[src/sv/pipc_pkg.sv]
// ----------------------------------------------------------------------------
// pipc_pkg
// Shared widths, register indexes, reset values, codes and the command
// struct of the PI position controller.
// ----------------------------------------------------------------------------
package pipc_pkg;

    // Field widths
    localparam int TARGET_W = 8;
    localparam int COUNT_W  = 14;
    localparam int GAIN_W   = 16;
    localparam int BYTE_W   = 8;
    localparam int DIR_W    = 2;
    localparam int CTL_W    = 16;
    localparam int ERR_W    = 11;
    localparam int DERR_W   = 12;
    localparam int SUM_W    = 16;
    localparam int ACC_W    = 30;
    localparam int MUL_A_W  = GAIN_W + 1;
    localparam int MUL_B_W  = 15;
    localparam int PROD_W   = MUL_A_W + MUL_B_W;
    localparam int FRAC_W   = 8;

    // Bus widths
    localparam int IN_DATA_W  = 24;
    localparam int OUT_DATA_W = 32;
    localparam int CFG_IDX_W  = 3;
    localparam int CFG_DATA_W = 16;

    // Register indexes
    localparam logic [CFG_IDX_W-1:0] REG_KP_GAIN       = 3'd0;
    localparam logic [CFG_IDX_W-1:0] REG_KI_TS_GAIN    = 3'd1;
    localparam logic [CFG_IDX_W-1:0] REG_ENCODER_SCALE = 3'd2;
    localparam logic [CFG_IDX_W-1:0] REG_DEADZONE      = 3'd3;
    localparam logic [CFG_IDX_W-1:0] REG_MAX_SPEED     = 3'd4;

    // Register reset values
    localparam logic [GAIN_W-1:0] KP_RESET    = 16'd128;
    localparam logic [GAIN_W-1:0] KI_RESET    = 16'd0;
    localparam logic [GAIN_W-1:0] SCALE_RESET = 16'd1857;
    localparam logic [BYTE_W-1:0] DZ_RESET    = 8'd5;
    localparam logic [BYTE_W-1:0] MAXS_RESET  = 8'd255;

    // Error saturation limits
    localparam logic signed [SUM_W-1:0] ERR_MIN = -16'sd1024;
    localparam logic signed [SUM_W-1:0] ERR_MAX = 16'sd1023;

    // Controller output saturation limits
    localparam logic signed [ACC_W-1:0] OUT_MIN = -30'sd32768;
    localparam logic signed [ACC_W-1:0] OUT_MAX = 30'sd32767;

    // Drive direction codes
    localparam logic [DIR_W-1:0] DIR_STOP  = 2'd0;
    localparam logic [DIR_W-1:0] DIR_LEFT  = 2'd1;
    localparam logic [DIR_W-1:0] DIR_RIGHT = 2'd2;

    // Multiplier operand select
    localparam logic [1:0] MUL_SCALE = 2'd0;
    localparam logic [1:0] MUL_KP    = 2'd1;
    localparam logic [1:0] MUL_KI    = 2'd2;

    // Datapath command from the controller
    typedef struct packed {
        logic       load_in;
        logic       mul_en;
        logic [1:0] mul_sel;
        logic       err_en;
        logic       p_en;
        logic       acc_en;
        logic       out_load;
    } cmd_t;

endpackage

[src/sv/pipc_ctrl.sv]
// ----------------------------------------------------------------------------
// pipc_ctrl
// Sequencer of the PI position controller: steps one sample through scale,
// error, two gain products, accumulate and output load.
// ----------------------------------------------------------------------------
module pipc_ctrl
(
    input  logic            clk,
    input  logic            rst_n,
    input  logic            in_valid,
    output logic            in_ready,
    input  logic            out_free,
    output pipc_pkg::cmd_t  cmd
);

    localparam logic [2:0] S_IDLE  = 3'd0;
    localparam logic [2:0] S_SCALE = 3'd1;
    localparam logic [2:0] S_ERR   = 3'd2;
    localparam logic [2:0] S_MULP  = 3'd3;
    localparam logic [2:0] S_MULI  = 3'd4;
    localparam logic [2:0] S_ACC   = 3'd5;
    localparam logic [2:0] S_OUT   = 3'd6;

    logic [2:0] state_reg;
    logic [2:0] state_next;

    assign in_ready = (state_reg == S_IDLE);

    always_comb
    begin
        state_next   = state_reg;
        cmd          = '0;
        cmd.mul_sel  = pipc_pkg::MUL_SCALE;
        unique case (state_reg)
            S_IDLE:
            begin
                if (in_valid)
                begin
                    cmd.load_in = 1'b1;
                    state_next  = S_SCALE;
                end
            end
            S_SCALE:
            begin
                cmd.mul_en  = 1'b1;
                cmd.mul_sel = pipc_pkg::MUL_SCALE;
                state_next  = S_ERR;
            end
            S_ERR:
            begin
                cmd.err_en = 1'b1;
                state_next = S_MULP;
            end
            S_MULP:
            begin
                cmd.mul_en  = 1'b1;
                cmd.mul_sel = pipc_pkg::MUL_KP;
                state_next  = S_MULI;
            end
            S_MULI:
            begin
                cmd.p_en    = 1'b1;
                cmd.mul_en  = 1'b1;
                cmd.mul_sel = pipc_pkg::MUL_KI;
                state_next  = S_ACC;
            end
            S_ACC:
            begin
                cmd.acc_en = 1'b1;
                state_next = S_OUT;
            end
            S_OUT:
            begin
                // hold until the output register can take the word
                if (out_free)
                begin
                    cmd.out_load = 1'b1;
                    state_next   = S_IDLE;
                end
            end
            default:
            begin
                state_next = S_IDLE;
            end
        endcase
    end

    always_ff @(posedge clk or negedge rst_n)
    begin
        if (!rst_n)
        begin
            state_reg <= S_IDLE;
        end
        else
        begin
            state_reg <= state_next;
        end
    end

endmodule

[src/sv/pipc_datapath.sv]
// ----------------------------------------------------------------------------
// pipc_datapath
// Configuration registers, shared gain multiplier, error and accumulator
// logic, controller state and the output register.
// ----------------------------------------------------------------------------
module pipc_datapath
(
    input  logic                                     clk,
    input  logic                                     rst_n,
    input  pipc_pkg::cmd_t                           cmd,
    input  logic                                     cfg_we,
    input  logic [pipc_pkg::CFG_IDX_W-1:0]           cfg_index,
    input  logic [pipc_pkg::CFG_DATA_W-1:0]          cfg_data,
    input  logic signed [pipc_pkg::TARGET_W-1:0]     target_position,
    input  logic [pipc_pkg::COUNT_W-1:0]             encoder_count,
    input  logic                                     out_ready,
    output logic                                     out_valid,
    output logic                                     out_free,
    output logic [pipc_pkg::DIR_W-1:0]               drive_direction,
    output logic [pipc_pkg::BYTE_W-1:0]              drive_speed,
    output logic signed [pipc_pkg::CTL_W-1:0]        control_value
);

    // Configuration
    logic [pipc_pkg::GAIN_W-1:0] kp_reg;
    logic [pipc_pkg::GAIN_W-1:0] ki_reg;
    logic [pipc_pkg::GAIN_W-1:0] scale_reg;
    logic [pipc_pkg::BYTE_W-1:0] dz_reg;
    logic [pipc_pkg::BYTE_W-1:0] maxs_reg;

    // Sample and working registers
    logic signed [pipc_pkg::TARGET_W-1:0] target_reg;
    logic [pipc_pkg::COUNT_W-1:0]         count_reg;
    logic signed [pipc_pkg::PROD_W-1:0]   prod_reg;
    logic signed [pipc_pkg::PROD_W-1:0]   p_reg;
    logic signed [pipc_pkg::ERR_W-1:0]    err_reg;
    logic signed [pipc_pkg::DERR_W-1:0]   derr_reg;

    // Controller state
    logic signed [pipc_pkg::ERR_W-1:0]    prev_err_reg;
    logic signed [pipc_pkg::CTL_W-1:0]    prev_out_reg;

    // Output register
    logic                                 out_valid_reg;
    logic [pipc_pkg::DIR_W-1:0]           dir_reg;
    logic [pipc_pkg::BYTE_W-1:0]          speed_reg;
    logic signed [pipc_pkg::CTL_W-1:0]    ctl_reg;

    // Combinational values
    logic signed [pipc_pkg::MUL_A_W-1:0]  mul_a;
    logic signed [pipc_pkg::MUL_B_W-1:0]  mul_b;
    logic signed [pipc_pkg::PROD_W-1:0]   mul_p;
    logic signed [pipc_pkg::SUM_W-1:0]    err_sum;
    logic signed [pipc_pkg::ERR_W-1:0]    err_sat;
    logic signed [pipc_pkg::DERR_W-1:0]   derr_next;
    logic signed [pipc_pkg::ACC_W-1:0]    acc;
    logic signed [pipc_pkg::ACC_W-1:0]    acc_rnd;
    logic signed [pipc_pkg::ACC_W-1:0]    quot;
    logic signed [pipc_pkg::CTL_W-1:0]    ctl_next;
    logic signed [pipc_pkg::CTL_W:0]      ctl_ext;
    logic signed [pipc_pkg::CTL_W:0]      dz_ext;
    logic [pipc_pkg::DIR_W-1:0]           dir_next;
    logic [pipc_pkg::CTL_W:0]             mag;
    logic [pipc_pkg::BYTE_W-1:0]          speed_next;

    // Shared signed multiplier: unsigned 16-bit gain against a signed operand
    always_comb
    begin
        unique case (cmd.mul_sel)
            pipc_pkg::MUL_SCALE:
            begin
                mul_a = $signed({1'b0, scale_reg});
                mul_b = $signed({1'b0, count_reg});
            end
            pipc_pkg::MUL_KP:
            begin
                mul_a = $signed({1'b0, kp_reg});
                mul_b = pipc_pkg::MUL_B_W'(derr_reg);
            end
            pipc_pkg::MUL_KI:
            begin
                mul_a = $signed({1'b0, ki_reg});
                mul_b = pipc_pkg::MUL_B_W'(err_reg);
            end
            default:
            begin
                mul_a = '0;
                mul_b = '0;
            end
        endcase
    end

    assign mul_p = mul_a * mul_b;

    // Error: target plus the truncated scaled count, saturated to 11 bits
    always_comb
    begin
        err_sum = pipc_pkg::SUM_W'(target_reg)
                + $signed({2'b00, prod_reg[pipc_pkg::COUNT_W+15:16]});
        if (err_sum < pipc_pkg::ERR_MIN)
        begin
            err_sat = pipc_pkg::ERR_W'(pipc_pkg::ERR_MIN);
        end
        else if (err_sum > pipc_pkg::ERR_MAX)
        begin
            err_sat = pipc_pkg::ERR_W'(pipc_pkg::ERR_MAX);
        end
        else
        begin
            err_sat = pipc_pkg::ERR_W'(err_sum);
        end
        derr_next = pipc_pkg::DERR_W'(err_sat) - pipc_pkg::DERR_W'(prev_err_reg);
    end

    // Accumulate in Q22.8, divide by 256 toward zero, saturate to 16 bits
    always_comb
    begin
        acc = pipc_pkg::ACC_W'(p_reg) + pipc_pkg::ACC_W'(prod_reg)
            + (pipc_pkg::ACC_W'(prev_out_reg) <<< pipc_pkg::FRAC_W);
        acc_rnd = acc[pipc_pkg::ACC_W-1] ? (acc + pipc_pkg::ACC_W'(255)) : acc;
        quot    = acc_rnd >>> pipc_pkg::FRAC_W;
        if (quot < pipc_pkg::OUT_MIN)
        begin
            ctl_next = pipc_pkg::CTL_W'(pipc_pkg::OUT_MIN);
        end
        else if (quot > pipc_pkg::OUT_MAX)
        begin
            ctl_next = pipc_pkg::CTL_W'(pipc_pkg::OUT_MAX);
        end
        else
        begin
            ctl_next = pipc_pkg::CTL_W'(quot);
        end
    end

    // Deadzone and speed clamp on the stored output
    always_comb
    begin
        ctl_ext = (pipc_pkg::CTL_W+1)'(prev_out_reg);
        dz_ext  = $signed({1'b0, pipc_pkg::BYTE_W'(0), dz_reg});
        priority if (ctl_ext < -dz_ext)
        begin
            dir_next = pipc_pkg::DIR_LEFT;
            mag      = unsigned'(-ctl_ext);
        end
        else if (ctl_ext > dz_ext)
        begin
            dir_next = pipc_pkg::DIR_RIGHT;
            mag      = unsigned'(ctl_ext);
        end
        else
        begin
            dir_next = pipc_pkg::DIR_STOP;
            mag      = '0;
        end
        if (mag > {1'b0, pipc_pkg::BYTE_W'(0), maxs_reg})
        begin
            speed_next = maxs_reg;
        end
        else
        begin
            speed_next = mag[pipc_pkg::BYTE_W-1:0];
        end
    end

    // Configuration and controller state
    always_ff @(posedge clk or negedge rst_n)
    begin
        if (!rst_n)
        begin
            kp_reg       <= pipc_pkg::KP_RESET;
            ki_reg       <= pipc_pkg::KI_RESET;
            scale_reg    <= pipc_pkg::SCALE_RESET;
            dz_reg       <= pipc_pkg::DZ_RESET;
            maxs_reg     <= pipc_pkg::MAXS_RESET;
            prev_err_reg <= '0;
            prev_out_reg <= '0;
        end
        else
        begin
            if (cfg_we)
            begin
                unique case (cfg_index)
                    pipc_pkg::REG_KP_GAIN:       kp_reg    <= cfg_data;
                    pipc_pkg::REG_KI_TS_GAIN:    ki_reg    <= cfg_data;
                    pipc_pkg::REG_ENCODER_SCALE: scale_reg <= cfg_data;
                    pipc_pkg::REG_DEADZONE:      dz_reg    <= cfg_data[pipc_pkg::BYTE_W-1:0];
                    pipc_pkg::REG_MAX_SPEED:     maxs_reg  <= cfg_data[pipc_pkg::BYTE_W-1:0];
                    default:                     ;
                endcase
            end
            if (cmd.acc_en)
            begin
                prev_err_reg <= err_reg;
                prev_out_reg <= ctl_next;
            end
        end
    end

    // Working registers
    always_ff @(posedge clk)
    begin
        if (cmd.load_in)
        begin
            target_reg <= target_position;
            count_reg  <= encoder_count;
        end
        if (cmd.mul_en)
        begin
            prod_reg <= mul_p;
        end
        if (cmd.p_en)
        begin
            p_reg <= prod_reg;
        end
        if (cmd.err_en)
        begin
            err_reg  <= err_sat;
            derr_reg <= derr_next;
        end
        if (cmd.out_load)
        begin
            dir_reg   <= dir_next;
            speed_reg <= speed_next;
            ctl_reg   <= prev_out_reg;
        end
    end

    always_ff @(posedge clk or negedge rst_n)
    begin
        if (!rst_n)
        begin
            out_valid_reg <= 1'b0;
        end
        else if (cmd.out_load)
        begin
            out_valid_reg <= 1'b1;
        end
        else if (out_ready)
        begin
            out_valid_reg <= 1'b0;
        end
    end

    assign out_free        = !out_valid_reg || out_ready;
    assign out_valid       = out_valid_reg;
    assign drive_direction = dir_reg;
    assign drive_speed     = speed_reg;
    assign control_value   = ctl_reg;

endmodule

[src/sv/pi_position_controller_core.sv]
// ----------------------------------------------------------------------------
// pi_position_controller_core
// Velocity-form PI position controller with deadzone drive decision.
// ----------------------------------------------------------------------------
// Usage:
//   Slave channel s_*: one word per sample tick, carrying the signed target
//   position and the raw encoder count. Master channel m_*: one word per
//   sample with drive direction, clamped drive speed and the saturated
//   controller output. Config port cfg_*: write gains, encoder scale,
//   deadzone and max speed by index; write only while no sample is in flight.
// Sequence: scale multiply, error, kp product, ki product, accumulate and
//   output load run in turn through one shared 17x15 multiplier. A sample
//   holds the block until its output load step, so a new word is accepted
//   only after the previous one has been loaded into the output register.
// Stall: the output register holds its word until m_tready; a new sample is
//   accepted meanwhile and is processed up to the output load step, where
//   the sequencer waits for the register to free up.
// Reset: rst_n clears the sequencer, the output valid flag and the stored
//   previous error and output, and returns all config registers to defaults.
// ----------------------------------------------------------------------------
module pi_position_controller_core
(
    input  logic                                 clk,
    input  logic                                 rst_n,
    // tdata: [7:0] target_position, [21:8] encoder_count, [23:22] zero
    input  logic [pipc_pkg::IN_DATA_W-1:0]       s_tdata,
    input  logic                                 s_tvalid,
    output logic                                 s_tready,
    // tdata: [1:0] drive_direction, [9:2] drive_speed, [25:10] control_value,
    //        [31:26] zero
    output logic [pipc_pkg::OUT_DATA_W-1:0]      m_tdata,
    output logic                                 m_tvalid,
    input  logic                                 m_tready,
    input  logic                                 cfg_we,
    input  logic [pipc_pkg::CFG_IDX_W-1:0]       cfg_index,
    input  logic [pipc_pkg::CFG_DATA_W-1:0]      cfg_data
);

    pipc_pkg::cmd_t                         cmd;
    logic                                   out_free;
    logic [pipc_pkg::DIR_W-1:0]             drive_direction;
    logic [pipc_pkg::BYTE_W-1:0]            drive_speed;
    logic signed [pipc_pkg::CTL_W-1:0]      control_value;

    pipc_ctrl u_ctrl
    (
        .clk      (clk),
        .rst_n    (rst_n),
        .in_valid (s_tvalid),
        .in_ready (s_tready),
        .out_free (out_free),
        .cmd      (cmd)
    );

    pipc_datapath u_datapath
    (
        .clk             (clk),
        .rst_n           (rst_n),
        .cmd             (cmd),
        .cfg_we          (cfg_we),
        .cfg_index       (cfg_index),
        .cfg_data        (cfg_data),
        .target_position (s_tdata[pipc_pkg::TARGET_W-1:0]),
        .encoder_count   (s_tdata[pipc_pkg::TARGET_W+pipc_pkg::COUNT_W-1:pipc_pkg::TARGET_W]),
        .out_ready       (m_tready),
        .out_valid       (m_tvalid),
        .out_free        (out_free),
        .drive_direction (drive_direction),
        .drive_speed     (drive_speed),
        .control_value   (control_value)
    );

    // pack the result word, lowest field first
    assign m_tdata = {6'd0, control_value, drive_speed, drive_direction};

    // A sample is taken only from idle, so no second word is taken right after
    a_one_in_flight: assert property (@(posedge clk) disable iff (!rst_n)
        (s_tvalid && s_tready) |=> !s_tready)
        else $error("input accepted while a sample is in flight");

    // Stopped drive never reports a speed
    a_stop_no_speed: assert property (@(posedge clk) disable iff (!rst_n)
        (m_tvalid && (drive_direction == pipc_pkg::DIR_STOP)) |-> (drive_speed == 8'd0))
        else $error("speed given while stopped");

    // Left drive comes only with a negative controller output
    a_dir_sign: assert property (@(posedge clk) disable iff (!rst_n)
        (m_tvalid && (drive_direction == pipc_pkg::DIR_LEFT)) |-> control_value[15])
        else $error("left drive with non-negative output");

    // A new result word appears only after the block left idle
    a_valid_source: assert property (@(posedge clk) disable iff (!rst_n)
        $rose(m_tvalid) |-> !$past(s_tready))
        else $error("result word without a sample in flight");

endmodule
[config.mk]
export PLATFORM = sky130hd
export DESIGN_NAME = pi_position_controller_core
export DESIGN_NICKNAME = d
export VERILOG_FILES = /design/src/sv/pipc_pkg.sv /design/src/sv/pipc_ctrl.sv /design/src/sv/pipc_datapath.sv /design/src/sv/pi_position_controller_core.sv
export SDC_FILE = /design/constraint.sdc
export NUM_CORES = 1
export LEC_CHECK = 0
export BUFFER_PORTS_ARGS = -buffer_cell sky130_fd_sc_hd__buf_2
export CORE_ASPECT_RATIO = 1.4
export CORE_UTILIZATION = 50
export CTS_CLUSTER_DIAMETER = 60
export CTS_CLUSTER_SIZE = 25
export DETAILED_ROUTE_END_ITERATION = 8
export PLACE_DENSITY = 0.67
export REMOVE_ABC_BUFFERS = 1
export SLEW_MARGIN = 0
export SYNTH_ARGS = -nofsm -noshare
export SYNTH_HDL_FRONTEND = slang
export SYNTH_SLANG_ARGS = --single-unit
[constraint.sdc]
create_clock -name clk -period 20 [get_ports clk]
set_clock_uncertainty 0.05 [all_clocks]
set_input_delay 2 -clock clk [delete_from_list [all_inputs] [get_ports clk]]
set_output_delay 2 -clock clk [all_outputs]
set_load 0.005 [all_outputs]
Yosys cells after proc, flatten, opt, wreduce, memory -nomap -nowiden
Cells that the tools add are included.
Word-level totals
  output and inout port bits: 34
  word-level logic and storage cells: 83
  register bits: 226
  input bits: 48
Cells by class
  add/subtract/negate cells: 7
  reductions and logical operators: 12
  multipliers: 1
  $lt $le $gt $ge: 7
  mux-type cells: 24
  equal/unequal tests: 14
Operators with widths (number)
  $pmux 16 s3: 1
  $pmux 15 s3: 1
  $mux 17: 2
  $mux 16: 2
  $add 30x24->30: 1
  $add 30x30->30: 1
  $add 30x9->30 const B: 1
  $mul 17x15->30: 1
  $mux 30: 1
  $gt 22x16->1 const B: 1
  $lt 22x16->1 const B: 1
  $mux 11: 2
  $pmux 3 s7: 1
  $gt 17x8->1: 1
  $lt 16x17->1: 1
  $neg 16->17: 1
  $neg 8->17: 1
  $add 8x15->16: 1
  $gt 16x11->1 const B: 1
  $gt 16x9->1: 1
  $lt 16x11->1 const B: 1
  $eq 3x2->1 const B: 4
  $eq 3x3->1 const B: 4
  $reduce_and 2->1: 6
  other kinds (15): 27

Depth between registers and ports, before layout
Gate-level depths: netlist of the first run.
  depth in word-level cells: 7
  depth in mapped cells: 32
  depth with buffers taken out: 29

Cells and area by module
From an unflattened synthesis of the first run, not the netlist that was laid out.
Second synthesis, totals
  cell total of the unflattened synthesis: 2158
  area, all modules: 21612.0 sq um
By module, submodules not included
  pipc_datapath: times used 1, seq. area each 6256.0 sq um, area each 21353.0 sq um, cells each 2128
  pipc_ctrl: times used 1, seq. area each 75.1 sq um, area each 210.2 sq um, cells each 23
  pi_position_controller_core: times used 1, seq. area each 0.0 sq um, area each 48.8 sq um, cells each 7

Worst setup path before layout of the first run
No wires, ideal clock.
  kind: reg-to-reg
  start: register u_ctrl.state_reg[1]
  end: register u_datapath.prod_reg[29] (netlist name), data pin
  stages on the path, launching flop included: 26
  required time: 19.690 ns
  clock period less this slack: 8.103 ns
  setup time: 0.260 ns
  slack: 11.897 ns
  arrival time: 7.793 ns
  buffers on the path: 3
  cell sequence: dfrtp_1 > clkbuf_1 > nor3_1 > clkbuf_1 > clkbuf_1 > a221o_1 > nand2_1 > fa_1 > fa_1 > inv_1 > fa_1 > fa_1 > fa_1 > inv_1 > fa_1 > inv_1 > ha_1 > or3_1 > o22a_1 > a41o_1 > o311a_1 > nand3_1 > a31o_2 > o2111ai_1 > a21oi_1 > xnor2_1
Between the ends
  cells in the longest elaborated chain, start to end: 5
  elaborated cells on any way between the ends: 10
  those cells by class: mul: 1; eq/ne: 5; mux: 3; reduce/logical: 1
Ends and longest elaborated chain
  start, declared: RTL line pipc_ctrl.sv:24  | logic [2:0] state_reg;
  start signal, assigned: RTL line pipc_ctrl.sv:96  | state_reg <= state_next;
  $eq 3x3->1, or another cell as far along: RTL line pipc_ctrl.sv:34  | unique case (state_reg)
  $pmux 3 s3 (*): RTL line pipc_ctrl.sv:34
  $eq 2x2->1, or another cell as far along: RTL line pipc_datapath.sv:69  | unique case (cmd.mul_sel)
  $pmux 16 s3 / $pmux 15 s3 (equally long branches): RTL line pipc_datapath.sv:69
  $mul 17x15->30 (*): RTL line pipc_datapath.sv:93  | assign mul_p = mul_a * mul_b;
  net u_datapath.mul_p (one bit): RTL line pipc_datapath.sv:52  | logic signed [pipc_pkg::PROD_W-1:0] mul_p;
  end signal, assigned: RTL line pipc_datapath.sv:210  | prod_reg <= mul_p;
  end, declared: RTL line pipc_datapath.sv:34  | logic signed [pipc_pkg::PROD_W-1:0] prod_reg;
The timed path passes the listed nets; every way through them passes the cells marked *.
A chain may end at the register's enable or synchronous reset.

Final worst setup path of the first run
  start: register u_ctrl.state_reg[2]
  end: register u_datapath.prod_reg[28] (netlist name), data pin
The elaborated chain is that of the path after synthesis.

==> results.ini, run 1 <==
[timing]
hold_viol_final=0
final_max_slew_viol_count=0
period_minus_slack_ns=9.64
fin_setup_tns_ns=0
fmax_ghz=0.104
setup_viol=0
relSlewSlack_pct=16.0
fin_crit_sh_pct=48.2
rsz0062_at_grt=no
worst_pin_slew_ns=1.26

[detailed_routing]
routed_wl_mm=56.8
drt-initial-drc-count=884
dr_total_vias=16400
viasPerCell=5.79
wl_per_cell_microns=20.1
drc=0
first_pass_iters=5
antenna_violating_nets_post_route=0

[clock_tree]
cts-root-buf=clkbuf_16
cts_tree=done
cts_made_buffers=21
numClockSinks=226
cts_setup_buffers=0
cts_hold_buf=0
htreeDepth=1
ctsResizeCount=0
worstSkewPairLatency_ns=0.56
clkSlewWorstSetupHoldPaths_ns=0.09
cts.path.max_buffers=3

[synth]
muxShareOfSynthArea_pct=3.65
synth_area_leaders=fa_1 19%, edfxtp_1 18%, ha_1 12%
ys_seq_area_share_pct=29.1
synth_top_family_by_area=adder cells
synth_cell_types=94
async_flop_share_pct=42.0
syn_inst=2194
synthAdderAreaFrac_pct=30.4
yosys_most_used_dff=edfxtp_1
synth_xor_area_share_pct=3.26
synth_compound_area_share_pct=13.0
ys_ff_latch=226
syn_area_sq_mm=0.0218
yosys_warnings=0
syn_area_per_cell_sq_um=9.91
yosysTopAreaCell=fa_1
synth_top_area_share_pct=18.9
synth_edf_count=131
synth_simple_gate_area_share_pct=14.1

[finish]
layout_commonest_cell=inv_1
drive_gt1_share_pct=12.7
diodes=0
nNetsFinal=2714
final_cell_mix=294 x inv_1, 218 x nand2_1, 205 x fa_1, 200 x ha_1, 180 x nor2_1
area_growth_pct=8.50

[worst_setup_path]
critPathCaptureType=flip-flop
rr_endpoint=u_datapath.prod_reg[28]
required_ns=20.25
cp-start-kind=flip-flop
critical_path_arrival_ns=9.89
ff2ff_setup_slack_ns=10.36
crit_family=adder cells
path_max_fanout=28
crit_path_frequent_cell=fa_1
r2r_cells=28
r2r-start=u_ctrl.state_reg[2]
cpMaxStageDelayCell=a221oi_1
cpPeakStageDelay_ns=0.95
worst-path-buf-inv=7
criticalPathCategory=flip-flop to flip-flop

[global_route]
track_usage_pct=26.2
antenna_found_initial=0
grt_max_degree=63
grt-ovfl-total=0
grt_first_pass_wirelength_mm=89.6
grt_pass1_vias=16900

[floorplan]
start_util_pct=50.6
num_rows=90
dieArea_sq_mm=0.0444
io_pins=82
core_sq_mm=0.0430
die_width_microns=178
die_h_microns=249

[min_path]
min-delay-start=u_datapath.prod_reg[0]
min_path_type=flip-flop to flip-flop
whs_path_depth=0
holdPathEnd=u_datapath.p_reg[0]

[status]
status=completed

[place]
dp_hpwl_mm=44.8
place.gp.congestion=0.910
io_buffers=73

[run]
maxCapViolCount=0

worst max path at each step:
stage	startpoint	end	slack, ns	cells after the start
3_5_place_dp	u_ctrl.state_reg[2]	u_datapath.prod_reg[28]	10.58	28
2_1_floorplan	u_ctrl.state_reg[2]	u_datapath.prod_reg[29]	6.46	28
3_3_place_gp	u_ctrl.state_reg[2]	u_datapath.prod_reg[28]	10.68	28
5_1_grt	u_ctrl.state_reg[2]	u_datapath.prod_reg[28]	10.04	28
4_1_cts	u_ctrl.state_reg[2]	u_datapath.prod_reg[28]	10.50	28
6_report	u_ctrl.state_reg[2]	u_datapath.prod_reg[28]	10.36	28
layer usage:
metal	track usage (%)	wire [microns]
met3	3.69	2680
met5	0	0
met2	48.2	30000
met1	29.6	21500
met4	11.5	2610
cell families (layout without fill, tap and decap cells):
kind of cell / count (synthesis) / in the layout
mux: 71 / 71
flops: 226 / 226
xor+xnor: 81 / 81
compound gates: 403 / 403
fa+ha+maj: 405 / 405
buf+inv: 366 / 443
other cells: 1 / 6
simple gates: 641 / 641
area by class of cell:
type	instances	area (sq um)
Clock buffer	21	526
Fill cell	3805	19400
Timing Repair Buffer	111	653
Multi-Input combinational cell	1607	14100
Sequential cell	226	6330
Clock inverter	17	236
Inverter	294	1100
Tap cell	552	691
synth_stat cells (5+ instances only):
master      n
nor2b_1    18
nand2_1   218
fa_1      205
inv_1     294
a221oi_1   22
a21oi_1    86
or2_2       8
xor2_1     21
o21ai_1     8
nand4_1    14
or3_1       9
clkbuf_1   54
nor4_1      7
nor3_1     33
nor2_1    183
nor3b_1     7
xnor2_1    60
a221o_1    21
mux2_2     67
a21o_1     34
o22ai_1     7
ha_1      200
o21ai_0    91
o21bai_1   11
o21a_1     20
dfstp_2    16
buf_2       5
dfrtp_1    79
buf_4       7
nand3_1    28
a21oi_2    11
a22o_1      7
edfxtp_1  131
and3_1     16
nand2b_1   27
and2_1     42
a31oi_1     6
a211oi_1   12
worst reg2reg max path: cells and delay by family, from the launching register on:
| kind | cells | cell delay, ns |
|---|---|---|
| AOI/OAI and AO/OA | 6 | 2.45 |
| xor gates and xnor gates | 1 | 0.15 |
| adders and majority gates | 7 | 3.49 |
| buffers and inverters | 7 | 1.16 |
| DFF | 1 | 0.48 |
| and+or+nand+nor | 7 | 1.60 |
stage by stage:
step	std cells	utilization (%)	setup slack (ns)	cell area (sq um)	hold slack (ns)
finish	2828	54.9	10.36	23600	0.411
global route	2828	54.9	10.04	23600	0.410
CTS	2828	54.9	10.50	23600	0.412
detailed placement	2790	53.1	10.58	22800	0.396
global placement	2790	53.1	10.68	22800	0.391
floorplan	2127	-	6.46	21500	0.376
Power of run 1 is not shown: default switching activity piles up to over one toggle a cycle in this logic, so the estimate is an artifact.
==> run 2, diff against run 1 <==
--- a/config.mk
+++ b/config.mk
@@ -11,7 +11,7 @@
 export CTS_CLUSTER_DIAMETER = 60
 export CTS_CLUSTER_SIZE = 25
 export DETAILED_ROUTE_END_ITERATION = 8
-export PLACE_DENSITY = 0.67
+export PLACE_DENSITY = 0.69
 export REMOVE_ABC_BUFFERS = 1
 export SLEW_MARGIN = 0
 export SYNTH_ARGS = -nofsm -noshare
==> constraint.sdc (replaced) <==
create_clock -name clk -period 8.5 [get_ports clk]
set_clock_uncertainty 0.05 [all_clocks]
set_input_delay 0.85 -clock clk [delete_from_list [all_inputs] [get_ports clk]]
set_output_delay 0.85 -clock clk [all_outputs]
set_load 0.005 [all_outputs]
==> results.ini, run 2 (synthesis gave the netlist of run 1 again) <==
[status]
status=completed

[clock_tree]
worstSkewPairLatency_ns=0.55  ; about the same
clkSlewWorstSetupHoldPaths_ns=0.08  ; about the same
cts.path.max_buffers=3  ; unchanged
numClockSinks=226  ; unchanged
cts_setup_buffers=0  ; unchanged
cts_tree=done
cts_made_buffers=21  ; unchanged
cts-root-buf=clkbuf_16
htreeDepth=1  ; unchanged

[worst_setup_path]
path_max_fanout=78  ; +180%
cpMaxStageDelayCell=fa_1
required_ns=8.75  ; -11.50 ns
r2r-start=u_ctrl.state_reg[2]
cpPeakStageDelay_ns=0.55  ; -0.40 ns
r2r_cells=29  ; +3.6%
cp-start-kind=flip-flop
critical_path_arrival_ns=8.45  ; -1.44 ns
rr_endpoint=u_datapath.prod_reg[28]
criticalPathCategory=flip-flop to flip-flop
ff2ff_setup_slack_ns=0.30  ; -10.06 ns
crit_path_frequent_cell=fa_1
critPathCaptureType=flip-flop

[finish]
drive_gt1_share_pct=13.8  ; +1.1 points
fill_cells=3819  ; +0.37%
final_cell_mix=294 x inv_1, 218 x nand2_1, 205 x fa_1, 200 x ha_1, 180 x nor2_1
area_growth_pct=9.43
fin_util_pct=55.3  ; +0.47 points
diodes=0  ; unchanged
nNetsFinal=2746  ; +1.2%
layout_commonest_cell=inv_1
post-route-cell-area_sq_mm=0.0238  ; +0.86%

[timing]
hold_viol_final=0  ; unchanged
rsz0062_at_grt=yes
fmax_ghz=0.122  ; +18%
period_minus_slack_ns=8.20  ; -1.44 ns
setup_viol=0  ; unchanged
worst_pin_slew_ns=1.15  ; -0.105 ns
final_max_slew_viol_count=0  ; unchanged
relSlewSlack_pct=23.0  ; +7.0 points
fin_crit_sh_pct=96.5  ; +48 points

[detailed_routing]
wl_per_cell_microns=19.9  ; -0.79%
viasPerCell=5.80  ; +0.16%
routed_wl_mm=57.0  ; +0.33%
antenna_violating_nets_post_route=0  ; unchanged
first_pass_iters=5  ; unchanged
drt-initial-drc-count=890  ; +0.68%
drc=0  ; unchanged
dr_total_vias=16600  ; +1.3%

[place]
dpl_cell_area_sq_mm=0.0231  ; +1.1%
place.gp.congestion=0.929  ; +2.1%
dp_hpwl_mm=46.0  ; +2.6%
io_buffers=73  ; unchanged

[floorplan]
die_width_microns=178  ; unchanged
core_sq_mm=0.0430  ; unchanged
dieArea_sq_mm=0.0444  ; unchanged
start_util_pct=50.6  ; unchanged
die_h_microns=249  ; unchanged
num_rows=90  ; unchanged
io_pins=82  ; unchanged

[global_route]
grt_pass1_vias=17300  ; +2.5%
grt_max_degree=79  ; +25%
grt_first_pass_wirelength_mm=90.8  ; +1.3%
track_usage_pct=26.5  ; +0.29 points
antenna_found_initial=0  ; unchanged
grt-ovfl-total=0  ; unchanged

[run]
maxCapViolCount=0  ; unchanged

[min_path]
min_path_type=input port to asynchronous set/reset pin

## run 2: repair_timing
action                     4_1_cts  5_1_grt
hold buffers                     0        0
setup endpoints to repair        0        4
gates resized for setup          0        4
## run 2: critical path, delay by kind of cell (launching register included)
family,cells,cell delay [ns]
fa+ha+maj,7,3.57
simple gates,5,1.08
flops,1,0.46
buf+inv,9,1.46
compound gates,7,1.24
xor+xnor,1,0.08
## run 2: metal layers
metal  wire length, microns  vias up  GRT usage, %
li1                       -     7691             -
met1                  21600     8240          30.1
met2                  29700      495          48.6
met3                   2500      173          2.64
met4                   3220        0          13.1
met5                      0        -             0
## run 2: layout make-up
class | count | area [sq um] | area share (%)
inverters | 294 | 1100 | 4.64
well taps | 552 | 691 | 2.90
flip-flops and latches | 226 | 6330 | 26.6
multi-input cells | 1607 | 14100 | 59.1
repair buffers | 143 | 922 | 3.87
clock buffers | 22 | 529 | 2.22
clock inverters | 16 | 166 | 0.699
## run 2: worst max path at each step
stage	startpoint	endpoint	slack, ns	cells after the start
final	u_ctrl.state_reg[2]	u_datapath.prod_reg[28]	0.30	29
after global routing	u_ctrl.state_reg[2]	u_datapath.prod_reg[28]	-0.05	29
after CTS	u_ctrl.state_reg[2]	u_datapath.prod_reg[28]	0.17	28
after detailed placement	u_ctrl.state_reg[2]	u_datapath.prod_reg[28]	0.19	28
after global placement	u_ctrl.state_reg[2]	u_datapath.prod_reg[28]	0.28	28
after floorplan	u_ctrl.state_reg[2]	u_datapath.prod_reg[29]	-5.04	28
## run 2: per-stage QoR
step	setup slack, ns	cells	setup TNS, ns	hold WS (ns)
floorplan	-5.04	2127	-105.30	0.376
global placement	0.283	2822	0	0.390
detailed placement	0.190	2822	0	0.394
CTS	0.174	2860	0	0.270
global route	-0.0455	2860	-0.0568	0.302
finish	0.301	2860	0	0.262
Power of run 2 is left out for the same reason.
